`src/rtl/avgp_pkg.sv`:
```
// shared types and constants for the average pooling block
`timescale 1ns / 1ps
package avgp_pkg;
   localparam int MaxWidth   = 64;
   localparam int MaxKernel  = 8;
   localparam int SampleBits = 16;
   localparam int MaxDepth   = 256;
   localparam int ColBits    = $clog2(MaxWidth);
   localparam int RowSelBits = $clog2(MaxKernel);
   localparam int AddrBits   = RowSelBits + ColBits;
   localparam int SumBits    = SampleBits + 2 * RowSelBits + 1;

   localparam logic [2:0] CSR_KERNEL = 3'd0;
   localparam logic [2:0] CSR_STRIDE = 3'd1;
   localparam logic [2:0] CSR_HEIGHT = 3'd2;
   localparam logic [2:0] CSR_WIDTH  = 3'd3;
   localparam logic [2:0] CSR_DEPTH  = 3'd4;

   // one window job handed from front to back
   typedef struct packed {
      logic [ColBits-1:0]    top;
      logic [ColBits-1:0]    left;
      logic [RowSelBits-1:0] rsel;
      logic [7:0]            channel;
      logic [5:0]            out_row;
      logic [5:0]            out_col;
   } job_type;

   typedef enum logic [1:0] {
      BK_IDLE,
      BK_SUM,
      BK_DIV,
      BK_OUT
   } back_state_type;

   // reciprocal of k*k scaled by 2^28 and rounded up, k = 1..8
   function automatic logic [28:0] recip(input logic [3:0] k);
      logic [28:0] r;
      case (k)
         4'd1: r = 29'd268435456;
         4'd2: r = 29'd67108864;
         4'd3: r = 29'd29826162;
         4'd4: r = 29'd16777216;
         4'd5: r = 29'd10737419;
         4'd6: r = 29'd7456541;
         4'd7: r = 29'd5478275;
         4'd8: r = 29'd4194304;
         default: r = 29'd268435456;
      endcase
      return r;
   endfunction
endpackage

```
`src/rtl/avgp_front.sv`:
```
// front end: position tracking, line store writes and window detection
`timescale 1ns / 1ps
module avgp_front (
   input  logic                                 clock,
   input  logic                                 reset,
   input  logic                                 restart,
   input  logic                                 req_valid,
   output logic                                 req_stall,
   input  logic [3:0]                           k_eff,
   input  logic [3:0]                           s_eff,
   input  logic [6:0]                           h_eff,
   input  logic [6:0]                           w_eff,
   input  logic [8:0]                           d_eff,
   input  logic                                 hold,
   output logic                                 q_push,
   output avgp_pkg::job_type                    q_job,
   output logic                                 wr_en,
   output logic [avgp_pkg::AddrBits-1:0]        wr_addr
);
   import avgp_pkg::*;

   logic [5:0] row_ff, row_in, col_ff, col_in;
   logic [7:0] ch_ff, ch_in;
   // next position on the stride grid and output index
   logic [5:0] rgrid_ff, rgrid_in, cgrid_ff, cgrid_in;
   logic [5:0] orow_ff, orow_in, ocol_ff, ocol_in;
   // row % k tracked as counter to avoid divider
   logic [2:0] rmod_ff, rmod_in;
   logic [6:0] top, left;
   logic       acc, hit;

   assign req_stall = hold;
   assign acc = req_valid && !hold;

   always_comb begin
      top  = {1'b0, row_ff} + 7'd1 - {3'd0, k_eff};
      left = {1'b0, col_ff} + 7'd1 - {3'd0, k_eff};
      hit  = ({1'b0, row_ff} + 7'd1 >= {3'd0, k_eff}) &&
             ({1'b0, col_ff} + 7'd1 >= {3'd0, k_eff}) &&
             (top[5:0] == rgrid_ff) && (left[5:0] == cgrid_ff);
   end

   assign wr_en   = acc;
   assign wr_addr = {rmod_ff, col_ff};
   assign q_push  = acc && hit;
   always_comb begin
      q_job.top     = top[5:0];
      q_job.left    = left[5:0];
      // top % k equals (row + 1) % k
      q_job.rsel    = (4'(rmod_ff) + 4'd1 >= k_eff) ? 3'd0 : rmod_ff + 3'd1;
      q_job.channel = ch_ff;
      q_job.out_row = orow_ff;
      q_job.out_col = ocol_ff;
   end

   always_comb begin
      row_in = row_ff; col_in = col_ff; ch_in = ch_ff; rmod_in = rmod_ff;
      rgrid_in = rgrid_ff; cgrid_in = cgrid_ff; orow_in = orow_ff; ocol_in = ocol_ff;
      if (acc) begin
         if (hit) begin
            cgrid_in = cgrid_ff + 6'(s_eff);
            ocol_in  = ocol_ff + 6'd1;
         end
         if ({1'b0, col_ff} + 7'd1 >= w_eff) begin
            col_in = '0; cgrid_in = '0; ocol_in = '0;
            rmod_in = (4'(rmod_ff) + 4'd1 >= k_eff) ? 3'd0 : rmod_ff + 3'd1;
            row_in = row_ff + 6'd1;
            if ({1'b0, row_ff} + 7'd1 >= {3'd0, k_eff} &&
                top[5:0] == rgrid_ff) begin
               rgrid_in = rgrid_ff + 6'(s_eff);
               orow_in  = orow_ff + 6'd1;
            end
            if ({1'b0, row_ff} + 7'd1 >= h_eff) begin
               row_in = '0; rmod_in = '0; rgrid_in = '0; orow_in = '0;
               ch_in = ({1'b0, ch_ff} + 9'd1 >= d_eff) ? 8'd0 : ch_ff + 8'd1;
            end
         end else begin
            col_in = col_ff + 6'd1;
         end
      end
   end

   always_ff @(posedge clock) begin
      if (reset || restart) begin
         row_ff <= '0; col_ff <= '0; ch_ff <= '0; rmod_ff <= '0;
         rgrid_ff <= '0; cgrid_ff <= '0; orow_ff <= '0; ocol_ff <= '0;
      end else begin
         row_ff <= row_in; col_ff <= col_in; ch_ff <= ch_in; rmod_ff <= rmod_in;
         rgrid_ff <= rgrid_in; cgrid_ff <= cgrid_in;
         orow_ff <= orow_in; ocol_ff <= ocol_in;
      end
   end
endmodule

```
`config.mk`:
```
export PLATFORM = sky130hd
export DESIGN_NAME = avgp_front
export DESIGN_NICKNAME = d
export VERILOG_FILES = /design/src/rtl/avgp_pkg.sv /design/src/rtl/avgp_front.sv
export SDC_FILE = /design/constraint.sdc
export NUM_CORES = 1
export LEC_CHECK = 0
export BUFFER_PORTS_ARGS = -buffer_cell sky130_fd_sc_hd__buf_2
export CORE_ASPECT_RATIO = 0.9
export CORE_MARGIN = 3
export CORE_UTILIZATION = 45
export CTS_CLUSTER_DIAMETER = 40
export CTS_CLUSTER_SIZE = 28
export DETAILED_ROUTE_END_ITERATION = 10
export PLACE_DENSITY = 0.77
export SLEW_MARGIN = 5
export SYNTH_ARGS = -nofsm -noshare
export SYNTH_HDL_FRONTEND = slang
export SYNTH_SLANG_ARGS = --single-unit
```
`constraint.sdc`:
```
create_clock -name clock -period 4.9 [get_ports clock]
set_input_delay 0.98 -clock clock [delete_from_list [all_inputs] [get_ports clock]]
set_output_delay 0.98 -clock clock [all_outputs]
set_load 0.05 [all_outputs]
```
==> impl_results.md <==
* Initial antenna violation count at 0
* # clock sinks at between 40 and 50
* Post-Syn Nets at 526
* Num CTS Buffers at 5
* GRT Util Overall at 19.4%
* Area growth syn-to-layout at 15.9%
* Routed len/inst at around 15 um
* Power Density at about 180 nW/um2
* Worst slew pin tran at 0.783 ns
* CTS H-tree lvls at 2
* Fin area at 4300 um2
* Worst Reg-to-Reg Cells at 13
* Worst-skew pair later-pin latency at 0.31 ns
* RSZ-0062 raised after global routing: no
* Worst min path class: reg -> reg
* Setup TNS at 0 ns
* Clk slew on worst S/H paths at 0.09 ns
* EDFF count, synth at 0
* Die area at 9370 um2
* Min-delay src: rgrid_ff[3]$_SDFFE_PP0P_
* Avg Inst Size Synth at 8.48 um2
* DRC errors left at 0
* Most common cell on crit path: ha_1
* Most frequent cell after synthesis: ha_1
* Final worst slack at between 0.4 and 0.5 ns
* Root Buffer: clkbuf_8
* DRT antenna net count at 0
* Final hold vios at 0
* CTS tree: built
* Hold Slack at between 0.5 and 0.6 ns
* Critical path class: reg -> out
* Slew HR at 47.4%
* Reg2reg end: orow_ff[2]$_SDFFE_PP0P_
* Ys async rst share at 0%
* Worst vdd ir at 92.2 uV
* Ant. Diodes at 0
* Final net count at 607
* Area after DPL at 4210 um2
* Starting DRT DRC Count at 169
* Die H at 92.1 um
* Layout Cells excl Fill at 615
* Max Cap Viol at 0
* Top FF cell, synth: dfxtp_1
* Complex-gate fraction of the synthesized area at 19.1%
* Largest net degree at the start of global routing at 22
* Cell total after placement at 607
* Xor/xnor cell area share of the yosys netlist at about a tenth
* Yosys top cell area share at between 20% and 30%
* First-pass GRT wire length at 14800 um
* Die Wd at just over 100 um
* Largest cells by area after synthesis: dfxtp_1, ha_1, xor2_1
* Core footprint at a little under 8000 um2
* CP max stage delay at 0.51 ns
* Mux share of post-synthesis cell area at 1.18%
* Largest area contributor in the netlist: dfxtp_1
* DP Worst Slack at 0.568 ns
* Initial Util at 47.7%
* Post-layout util at 55.3%
* Seq/Total Area, Yosys at between 20% and 30%
* Outcome: completed
* Final Total Pwr at 0.763 mW
* Final Skew at ~0.010 ns
* Simple-Gate Fraction of Synth Area at 20.4%
* Critical path peak fanout at 7
* Grt met3 use at 3.19%
* Synthesized area at ~3700 um2
* Clock period minus final worst setup slack at 4.49 ns
* Vias/cell at 5.66
* Number of global-route vias before repair at 3188
* Slowest CP cell: dfxtp_1
* # rows at 30
* Critical path depth at 12
* Adder-cell share of the synthesized area at between 10% and 20%
* GR peak layer: met2
* DRT Pass-1 Iters at 5
* Slew Viols, Final at 0
* Post-detail-place hpwl at 7220 um
* Leakage power figure at 2.16 nW
* Final worst path period share at 91.7%
* CP endpoint: q_push
* Largest family of logic cells by synthesized area: simple AND/OR/NAND/NOR gates
* RR Startpoint: col_ff[0]$_SDFFE_PP0P_
* CP Data Required Time at 3.92 ns
* CP Buf/Inv Count at 3
* Fmax at 223 MHz
* # IOs at 83
* Worst-path cell chain: ha_1 -> xor2_1 -> ha_1 -> nor2_1 -> a21oi_1 -> a211oi_2 -> o211ai_1 -> a2111oi_4 -> buf_4 -> nand3_2 -> inv_1 -> buf_2
* WL final at 9100 um
* Port buffer count at 82
* CTS Buffer Depth at 2
* CP endpoint kind: output port
* Synth cell types at 57
* Setup-failing EPs final at 0
* #FFs+latches synth at 47
* Gpl congestion at 0.858
* Ys Warns at 0
* Grt ovf at 0
* Met1 GRT Util at 25.7%
* Post-synthesis instance total at 437
* Layout cells sized above 1 at 21.0%
* FF-to-FF setup slack at 0.91 ns
* Hold Buf Count CTS at 0
* CP Data Arrival Time at approximately 3.5 ns
* CP startpoint: row_ff[0]$_SDFFE_PP0P_
* Grt met2 use at 32.3%
* Number of setup buffers added after CTS at 0
* DR vias at 3481
* CTS resizes at 0
* Post-synth top cells: ha_1, dfxtp_1, inv_1, a21oi_1, nand3_1
* CP top delay family: compound AO/OA/AOI/OAI gates
* CP Launch Type: register
[worst reg2reg max path: stages (launching register included)]
cell and delay [ns]:
dfxtp_1 0.49, ha_1 0.32, nand3_1 0.12, xnor2_1 0.61
ha_1 0.37, a21o_1 0.16, a21oi_1 0.14, o21ai_0 0.11
a21oi_1 0.15, buf_4 0.18, nand2b_1 0.37, o21ai_1 0.31
or4_1 0.53, nand2_1 0.07
[kinds of logic after synthesis]
group                      count (synthesis)
xor gates and xnor gates                  38
buffers and inverters                     49
DFF                                       47
and+or+nand+nor                          141
AOI/OAI and AO/OA                        105
adders and majority gates                 53
muxes                                      4
[worst min-delay path by stage]
stage,end,slack (ns),depth (start not counted)
after global routing,orow_ff[5]$_SDFFE_PP0P_,0.53,2
after detailed placement,rgrid_ff[3]$_SDFFE_PP0P_,0.49,2
after floorplan,rgrid_ff[5]$_SDFFE_PP0P_,0.46,2
final,rgrid_ff[3]$_SDFFE_PP0P_,0.50,2
after global placement,orow_ff[5]$_SDFFE_PP0P_,0.48,2
after CTS,rgrid_ff[3]$_SDFFE_PP0P_,0.50,2
[placed cells by master (no fill, tap or decap), types with 14 or more instances in the layout]
cell | netlist | final
dfxtp_1 | 47 | 47
a21oi_1 | 34 | 34
inv_1 | 37 | 37
nand2_1 | 24 | 24
o21ai_0 | 16 | 16
xnor2_1 | 14 | 14
ha_1 | 49 | 49
nand3_1 | 29 | 29
buf_2 | 1 | 82
xor2_1 | 21 | 21
nor2_1 | 22 | 22
a22o_1 | 15 | 15
[state kept, by name (all words and copies together), names as in the netlist]
register / flops
orow_ff: 6
cgrid_ff: 6
rgrid_ff: 6
ocol_ff: 6
row_ff: 6
ch_ff: 8
rmod_ff: 3
col_ff: 6
[where the power goes]
group          leakage [nW]  internal, mW  switching [mW]  total [mW]
Clock                0.0454         0.103           0.141       0.244
Sequential            0.378         0.382        0.000821       0.383
Combinational          1.74        0.0455          0.0909       0.136
Total                  2.16         0.530           0.233       0.763
[area by class of cell]
class                           count  area [um2]
Clock buffer                        6        72.6
Clock inverter                      2        17.5
Fill cell                         707        3470
Inverter                           38         143
Multi-Input combinational cell    341        2570
Sequential cell                    47         941
Tap cell                           96         120
Timing Repair Buffer               85         433
[routing by layer]
layer	share of wire, %	wire length [um]
met5	0	0
met2	47	4260
met4	1.6	146
met1	46	4190
met3	5.5	497
(Power assumes the default switching activity.)
