[src/rtl/avgp_pkg.sv]
// shared types and constants for the average pooling block
`timescale 1ns / 1ps
package avgp_pkg;
   localparam int MaxWidth   = 64;
   localparam int MaxKernel  = 8;
   localparam int SampleBits = 16;
   localparam int MaxDepth   = 256;
   localparam int ColBits    = $clog2(MaxWidth);
   localparam int RowSelBits = $clog2(MaxKernel);
   localparam int AddrBits   = RowSelBits + ColBits;
   localparam int SumBits    = SampleBits + 2 * RowSelBits + 1;

   localparam logic [2:0] CSR_KERNEL = 3'd0;
   localparam logic [2:0] CSR_STRIDE = 3'd1;
   localparam logic [2:0] CSR_HEIGHT = 3'd2;
   localparam logic [2:0] CSR_WIDTH  = 3'd3;
   localparam logic [2:0] CSR_DEPTH  = 3'd4;

   // one window job handed from front to back
   typedef struct packed {
      logic [ColBits-1:0]    top;
      logic [ColBits-1:0]    left;
      logic [RowSelBits-1:0] rsel;
      logic [7:0]            channel;
      logic [5:0]            out_row;
      logic [5:0]            out_col;
   } job_type;

   typedef enum logic [1:0] {
      BK_IDLE,
      BK_SUM,
      BK_DIV,
      BK_OUT
   } back_state_type;

   // reciprocal of k*k scaled by 2^28 and rounded up, k = 1..8
   function automatic logic [28:0] recip(input logic [3:0] k);
      logic [28:0] r;
      case (k)
         4'd1: r = 29'd268435456;
         4'd2: r = 29'd67108864;
         4'd3: r = 29'd29826162;
         4'd4: r = 29'd16777216;
         4'd5: r = 29'd10737419;
         4'd6: r = 29'd7456541;
         4'd7: r = 29'd5478275;
         4'd8: r = 29'd4194304;
         default: r = 29'd268435456;
      endcase
      return r;
   endfunction
endpackage

[src/rtl/avgp_queue.sv]
// two-entry job queue between front and back
`timescale 1ns / 1ps
module avgp_queue (
   input  logic                clock,
   input  logic                reset,
   input  logic                push,
   input  avgp_pkg::job_type   push_job,
   output logic                full,
   input  logic                pop,
   output logic                not_empty,
   output avgp_pkg::job_type   head
);
   import avgp_pkg::*;

   job_type    mem_ff [2];
   logic       wp_ff, wp_in, rp_ff, rp_in;
   logic [1:0] cnt_ff, cnt_in;

   assign full      = cnt_ff == 2'd2;
   assign not_empty = cnt_ff != 2'd0;
   assign head      = mem_ff[rp_ff];

   always_comb begin
      wp_in  = wp_ff ^ push;
      rp_in  = rp_ff ^ pop;
      cnt_in = cnt_ff + 2'(push) - 2'(pop);
   end

   always_ff @(posedge clock) begin
      if (push) begin
         mem_ff[wp_ff] <= push_job;
      end
   end

   always_ff @(posedge clock) begin
      if (reset) begin
         wp_ff <= 1'b0; rp_ff <= 1'b0; cnt_ff <= '0;
      end else begin
         wp_ff <= wp_in; rp_ff <= rp_in; cnt_ff <= cnt_in;
      end
   end
endmodule

[config.mk]
export PLATFORM = sky130hd
export DESIGN_NAME = avgp_queue
export DESIGN_NICKNAME = d
export VERILOG_FILES = /design/src/rtl/avgp_pkg.sv /design/src/rtl/avgp_queue.sv
export SDC_FILE = /design/constraint.sdc
export NUM_CORES = 1
export LEC_CHECK = 0
export ABC_AREA = 1
export BUFFER_PORTS_ARGS = -buffer_cell sky130_fd_sc_hd__buf_2
export CELL_PAD_IN_SITES_DETAIL_PLACEMENT = 1
export CELL_PAD_IN_SITES_GLOBAL_PLACEMENT = 1
export CORE_MARGIN = 2
export CORE_UTILIZATION = 35
export CTS_CLUSTER_DIAMETER = 100
export CTS_CLUSTER_SIZE = 12
export DETAILED_ROUTE_END_ITERATION = 6
export GPL_ROUTABILITY_DRIVEN = 0
export PLACE_DENSITY = 0.79
export SETUP_SLACK_MARGIN = 0.5
export SLEW_MARGIN = 10
export SYNTH_ARGS = -nofsm -noshare
export SYNTH_HDL_FRONTEND = slang
export SYNTH_SLANG_ARGS = --single-unit
[constraint.sdc]
create_clock -name clock -period 1.8 [get_ports clock]
set_input_delay 0.54 -clock clock [delete_from_list [all_inputs] [get_ports clock]]
set_output_delay 0.54 -clock clock [all_outputs]
set_load 0.02 [all_outputs]
==> results of run 1 <==
==> cells by family after synthesis <==
| kind of cell | count (synthesis) | synth area share |
|---|---|---|
| buffers and inverters | 11 | 0.0338 |
| XOR/XNOR | 1 | 0.00304 |
| adder cells (fa/ha/maj) | 4 | 0.0173 |
| AND/OR/NAND/NOR | 10 | 0.0134 |
| multiplexers | 35 | 0.174 |
| flip-flops | 74 | 0.756 |
| AO/OA/AOI/OAI | 1 | 0.00173 |
==> worst paths after layout <==
kind	from	endpoint	slack, ps	cells past startpoint
worst max-delay path	rp_ff	head[1]	-150	3
worst min-delay path	push_job[6]	mem_ff[0][6]	390	1
worst max register to register	cnt_ff[0]	cnt_ff[1]	470	10
worst min register to register	wp_ff	wp_ff	620	3
==> layer usage <==
layer | track usage | vias to the layer above | share of wire
met5 | 0 | - | 0
met2 | 0.213 | 45 | 0.52
met3 | 0.0519 | 5 | 0.062
met4 | 0.0362 | 0 | 0.0082
li1 | - | 700 | -
met1 | 0.138 | 738 | 0.41
==> power groups by stage <==
stage / combinational, mW / sequential [mW] / clock, mW
finish: 0.769 / 2.05 / 1.05
global route: 0.831 / 2.06 / 1.16
CTS: 0.700 / 2.04 / 1.09
detailed placement: 0.628 / 2.08 / 0
global placement: 0.611 / 2.07 / 0
floorplan: 0.444 / 2.06 / 0
==> through the flow <==
| stage | hold slack, ps | instances |
|---|---|---|
| floorplan | 499 | 136 |
| global placement | 511 | 317 |
| detailed placement | 552 | 317 |
| CTS | 371 | 337 |
| global route | 367 | 339 |
| finish | 391 | 339 |
==> timing repair <==
| action | 4_1_cts | 5_1_grt |
|---|---|---|
| resized for setup | 28 | 42 |
| hold endpoints to repair | 0 | 0 |
| setup endpoints to repair | 37 | 38 |
| buffers inserted | 3 | 2 |
| gates cloned | 1 | 0 |
| pin swaps | 1 | 6 |
==> cell usage in the layout (no fill, tap or decap) <==
cell        Yosys  final
inv_1           7      3
clkinv_1        0      3
buf_16          0      1
dfxtp_2         0      2
buf_6           1     28
buf_2           0     47
mux2_2          6      4
clkinv_2        0      2
nor2_4          0      1
mux2_4         29     31
a21oi_2         0      1
nand2_2         0      3
buf_12          3      4
xnor2_1         1      1
edfxtp_1       70     70
nand2_1         4      1
nor2_1          5      4
dfxtp_4         0      1
dfxtp_1         4      1
inv_4           0      1
buf_4           0      6
inv_2           0      3
clkbuf_8        0      9
nand3_2         0      1
ha_4            0      4
clkinvlp_4      0      2
==> flip-flops by register name, summed over array words and instances (netlist names) <==
signal  flops
rp_ff       1
mem_ff     70
cnt_ff      2
wp_ff       1
==> final cells by class <==
cell class	count	area, um^2
clock buffers	9	124
clock inverters	7	36.3
fillers	798	4190
inverters	7	28.8
multi-input cells	51	687
flip-flops and latches	74	2190
well taps	105	131
repair buffers	86	703
==> impl_results.md, run 1 <==
- Core area: 8090 um^2
- Number of flops mapped to enable cells by yosys: 70
- Total GRT Usage: 0.123
- Leading area contributor after synthesis: edfxtp_1
- Seq cells post-synth: 74
- Post-CTS Hold Buffers: 0
- DRC errors left: 0
- Largest net degree at the start of global routing: 36
- Final Hold Fails: 0
- Failing checks: setup timing
- Synth area leaders: edfxtp_1, mux2_4, dfxtp_1
- Clock buffer depth: 2
- Ratio of final minimum period to clock period: 1.09
- RSZ-0062 raised after global routing: yes
- Cell count after synthesis: 136
- PwrDens: 991 nW/um^2
- Final critical-path required period: 1950 ps
- # rows: 33
- DP Wirelength: 3.47 mm
- DP Worst Slack: 152 ps
- Fin nets: 272
- Setup crit start kind: flip-flop
- Syn Area/Cell: 21.2 um^2
- Max Clk Rate: 512 MHz
- Slowest CP cell: dfxtp_4
- Clk root buf: clkbuf_8
- Sequential element share of the synthesized area: 0.756
- Layout cell share with drive strength beyond 1: 0.645
- Clock skew: 5.37 ps
- Die area: 8990 um^2
- TritonRoute pass-1 iters: 3
- Crit-path cells: buf_12, mux2_2, buf_2
- Ys async rst share: 0
- # IOs: 76
- Fin Setup TNS: -4020 ps
- Peak VDD IR: about 0.45 mV
- Slew Limit Fails: 0
- Area grow syn2layout: 35.1%
- CTS tree: built
- Ys flop type: edfxtp_1
- CTS Buf Count: 9
- # setup viols final: 35
- Critical Path Sink Type: output port
- Die width: between 90 and 100 um
- Worst path top cell family by delay: flip-flops
- Clock power share: 0.271
- Final design utilization: 0.482
- Worst hold path type: primary input to flip-flop
- Setup Crit Path Kind: flip-flop to output port
- Grt ovf: 0
- Logic gate share of total power: 0.199
- Clock transition at path regs: approximately 70 ps
- Number of global-route vias before repair: 1642
- Via count: ~1500
- Post-Place Cell Area: ~3500 um^2
- Initial Util: 0.357
- Worst Max-Slew Pin Slew: ~210 ps
- Wire per inst: approximately 15 um
- P_int: 2.90 mW
- Routed Antenna Nets: 0
- Worst-skew pair later-pin latency: approximately 330 ps
- Psw: 0.968 mW
- Ys Warns: 0
- Outcome: complete, but fails checks
- Initial antenna violation count: 0
- Vias per cell: 4.39
- Share of power burned in registers: 0.530
- Sw Ratio: 0.251
- Initial DRC count: 29
- Clock sinks: between 70 and 80
- Crit path largest cell delay: 420 ps
- Pwr Total: 3.86 mW
- Worst setup margin: -153 ps
- Mapped Area: 2890 um^2
- Port Buffers: 75
- WP data arrival: ~1400 ps
- Largest fanout on the critical path: 10
- Design area: approximately 4000 um^2
- Yosys top cell area share: 0.729
- Top cells by count, synth: edfxtp_1, mux2_4, inv_1
- Synth Net Count: 179
- WP buf/inv: 2
- Count leader, synth: edfxtp_1
- Drt total wl: 5.14 mm
- CTS H-Tree Depth: 3
- Relative slew slack: 0.859
- Distinct cells, synth: 13
- First-pass GRT wire length: 8.07 mm
- N_diodes: 0
- Max-Cap Viols: 0
- Worst path required time: between 1000 and 1500 ps
- Static leakage: 1.54 nW
- Die Height: around 95 um
No activity file was read; power rests on OpenSTA's default activity.
==> inputs of run 2 (changes only) <==
PLACE_DENSITY = 0.71   (was 0.79)
==> impl_results.md, run 2 (synthesis results as in run 1) <==
- Outcome: complete, but fails checks (unchanged)
- Failing checks: setup timing (unchanged)
- CTS Buf Count: 9 (unchanged)
- Clock sinks: 74 (unchanged)
- DP Wirelength: 3.49 mm (was 3.47 mm)
- Largest net degree at the start of global routing: 24 (was 36)
- Clk root buf: clkbuf_8 (unchanged)
- Drt total wl: 5.29 mm (was 5.14 mm)
- Clock transition at path regs: 80 ps (was 70 ps)
- Area grow syn2layout: 38.1% (was 35.1%)
- Critical Path Sink Type: output port (unchanged)
- Peak VDD IR: 0.352 mV (was 0.453 mV)
- Die Height: 94.8 um (unchanged)
- CTS H-Tree Depth: 3 (unchanged)
- DP Worst Slack: 180 ps (was 152 ps)
- Via count: 1490 (was 1488)
- Max Clk Rate: 513 MHz (was 512 MHz)
- Top Registers: mem_ff (70), cnt_ff (2) (unchanged)
- N_diodes: 0 (unchanged)
- Pwr Total: 4.08 mW (was 3.86 mW)
- Largest fanout on the critical path: 13 (was 10)
- WP data arrival: 1410 ps (about the same)
- Setup crit start kind: flip-flop (unchanged)
- Fin Setup TNS: -4230 ps (was -4020 ps)
- Worst Max-Slew Pin Slew: 181 ps (was 211 ps)
- Initial antenna violation count: 0 (unchanged)
- Dpl cells: 318 (was 317)
- Port Buffers: 75 (unchanged)
- Most common cell after layout, fill and taps aside: edfxtp_1 (unchanged)
- RSZ-0062 raised after global routing: yes (unchanged)
- Psw: 0.997 mW (was 0.968 mW)
- Final critical-path required period: 1950 ps (about the same)
- Core area: 8090 um^2 (unchanged)
- Initial DRC count: 53 (was 29)
- Worst-skew pair later-pin latency: 330 ps (about the same)
- Worst hold path type: primary input to flip-flop (unchanged)
- Share of power burned in registers: 0.502 (was 0.530)
- Largest Register: mem_ff (unchanged)
- Number of global-route vias before repair: 1600 (was 1642)
- Grt ovf: 0 (unchanged)
- Clock power share: 0.301 (was 0.271)
- Layout cell share with drive strength beyond 1: 0.655 (was 0.645)
- Relative slew slack: 0.879 (was 0.859)
- P_int: 3.08 mW (was 2.90 mW)
- Static leakage: 1.58 nW (was 1.54 nW)
- Worst setup margin: -151 ps (was -153 ps)
- # setup viols final: 35 (unchanged)
- Sw Ratio: 0.245 (was 0.251)
- # rows: 33 (unchanged)
- Total GRT Usage: 0.122 (was 0.123)
- Number of flip-flops in the largest register: 70 (unchanged)
- Slew Limit Fails: 0 (unchanged)
- First-pass GRT wire length: 8.04 mm (was 8.07 mm)
- Fin nets: 273 (was 272)
- Vias per cell: 4.38 (was 4.39)
- Setup Crit Path Kind: flip-flop to output port (unchanged)
- Max-Cap Viols: 0 (unchanged)
- Die area: 8990 um^2 (unchanged)
- CTS tree: built (unchanged)
- TritonRoute pass-1 iters: 4 (was 3)
- Clock skew: 7.12 ps (was 5.37 ps)
- Logic gate share of total power: 0.196 (was 0.199)
- Routed Antenna Nets: 0 (unchanged)
- Most frequent cells in the layout: edfxtp_1, buf_2, mux2_4, buf_6, clkbuf_8 (unchanged)
- PwrDens: 1020 nW/um^2 (was 991 nW/um^2)
- Hold WS: 396 ps (was 391 ps)
- Clock buffer depth: 2 (unchanged)
- Final Hold Fails: 0 (unchanged)
- # IOs: 76 (unchanged)
- Ratio of final minimum period to clock period: 1.08 (was 1.09)
- Worst path required time: 1260 ps (about the same)
- DRC errors left: 0 (unchanged)
- Initial Util: 0.357 (unchanged)
- Wire per inst: 15.6 um (was 15.2 um)
- Fin cells: 340 (was 339)
- Die width: 94.8 um (unchanged)
==> run 2: metrics by stage <==
step           utilization  instance area, um^2
6_report             0.492                 3980
5_1_grt              0.492                 3980
4_1_cts              0.464                 3750
3_5_place_dp         0.428                 3460
3_3_place_gp         0.428                 3460
2_1_floorplan            -                 2950
==> run 2: cell type report <==
class	instances	area, um^2
Clock buffer	10	128
Timing Repair Buffer	87	738
Tap cell	105	131
Clock inverter	6	65.1
Inverter	7	31.3
Sequential cell	74	2190
Fill cell	788	4110
Multi-Input combinational cell	51	702
==> run 2: what timing repair did <==
action | in CTS | in global routing
hold buffers | 0 | 0
pin swaps | 4 | 2
cloned | 1 | 1
endpoints found under the setup margin | 37 | 38
resized for setup | 22 | 59
setup buffers | 2 | 2
==> run 2: final timing paths <==
kind	start	end	slack [ps]	depth (start not counted)
setup / recovery	rp_ff	head[0]	-150	3
hold reg to reg	wp_ff	wp_ff	610	3
setup reg to reg	cnt_ff[0]	cnt_ff[1]	450	9
hold / removal	push_job[18]	mem_ff[0][18]	400	1
==> run 2: worst max-delay path, cell delays in order (launching register included) <==
cell and delay [ps]:
dfxtp_4 440, buf_16 180, mux2_4 310, buf_2 160
==> run 2: layer usage <==
layer,GRT usage,share of wire
met1,0.148,0.43
met2,0.199,0.49
met3,0.0343,0.071
met4,0.0580,0.0079
met5,0,0
==> run 2: power by group through the flow <==
stage          clock network, mW  logic (mW)  registers (mW)
2_1_floorplan                  0       0.444            2.06
3_3_place_gp                   0       0.611            2.07
3_5_place_dp                   0       0.627            2.07
4_1_cts                     1.28       0.686            2.04
5_1_grt                     1.35       0.859            2.06
6_report                    1.23       0.800            2.05
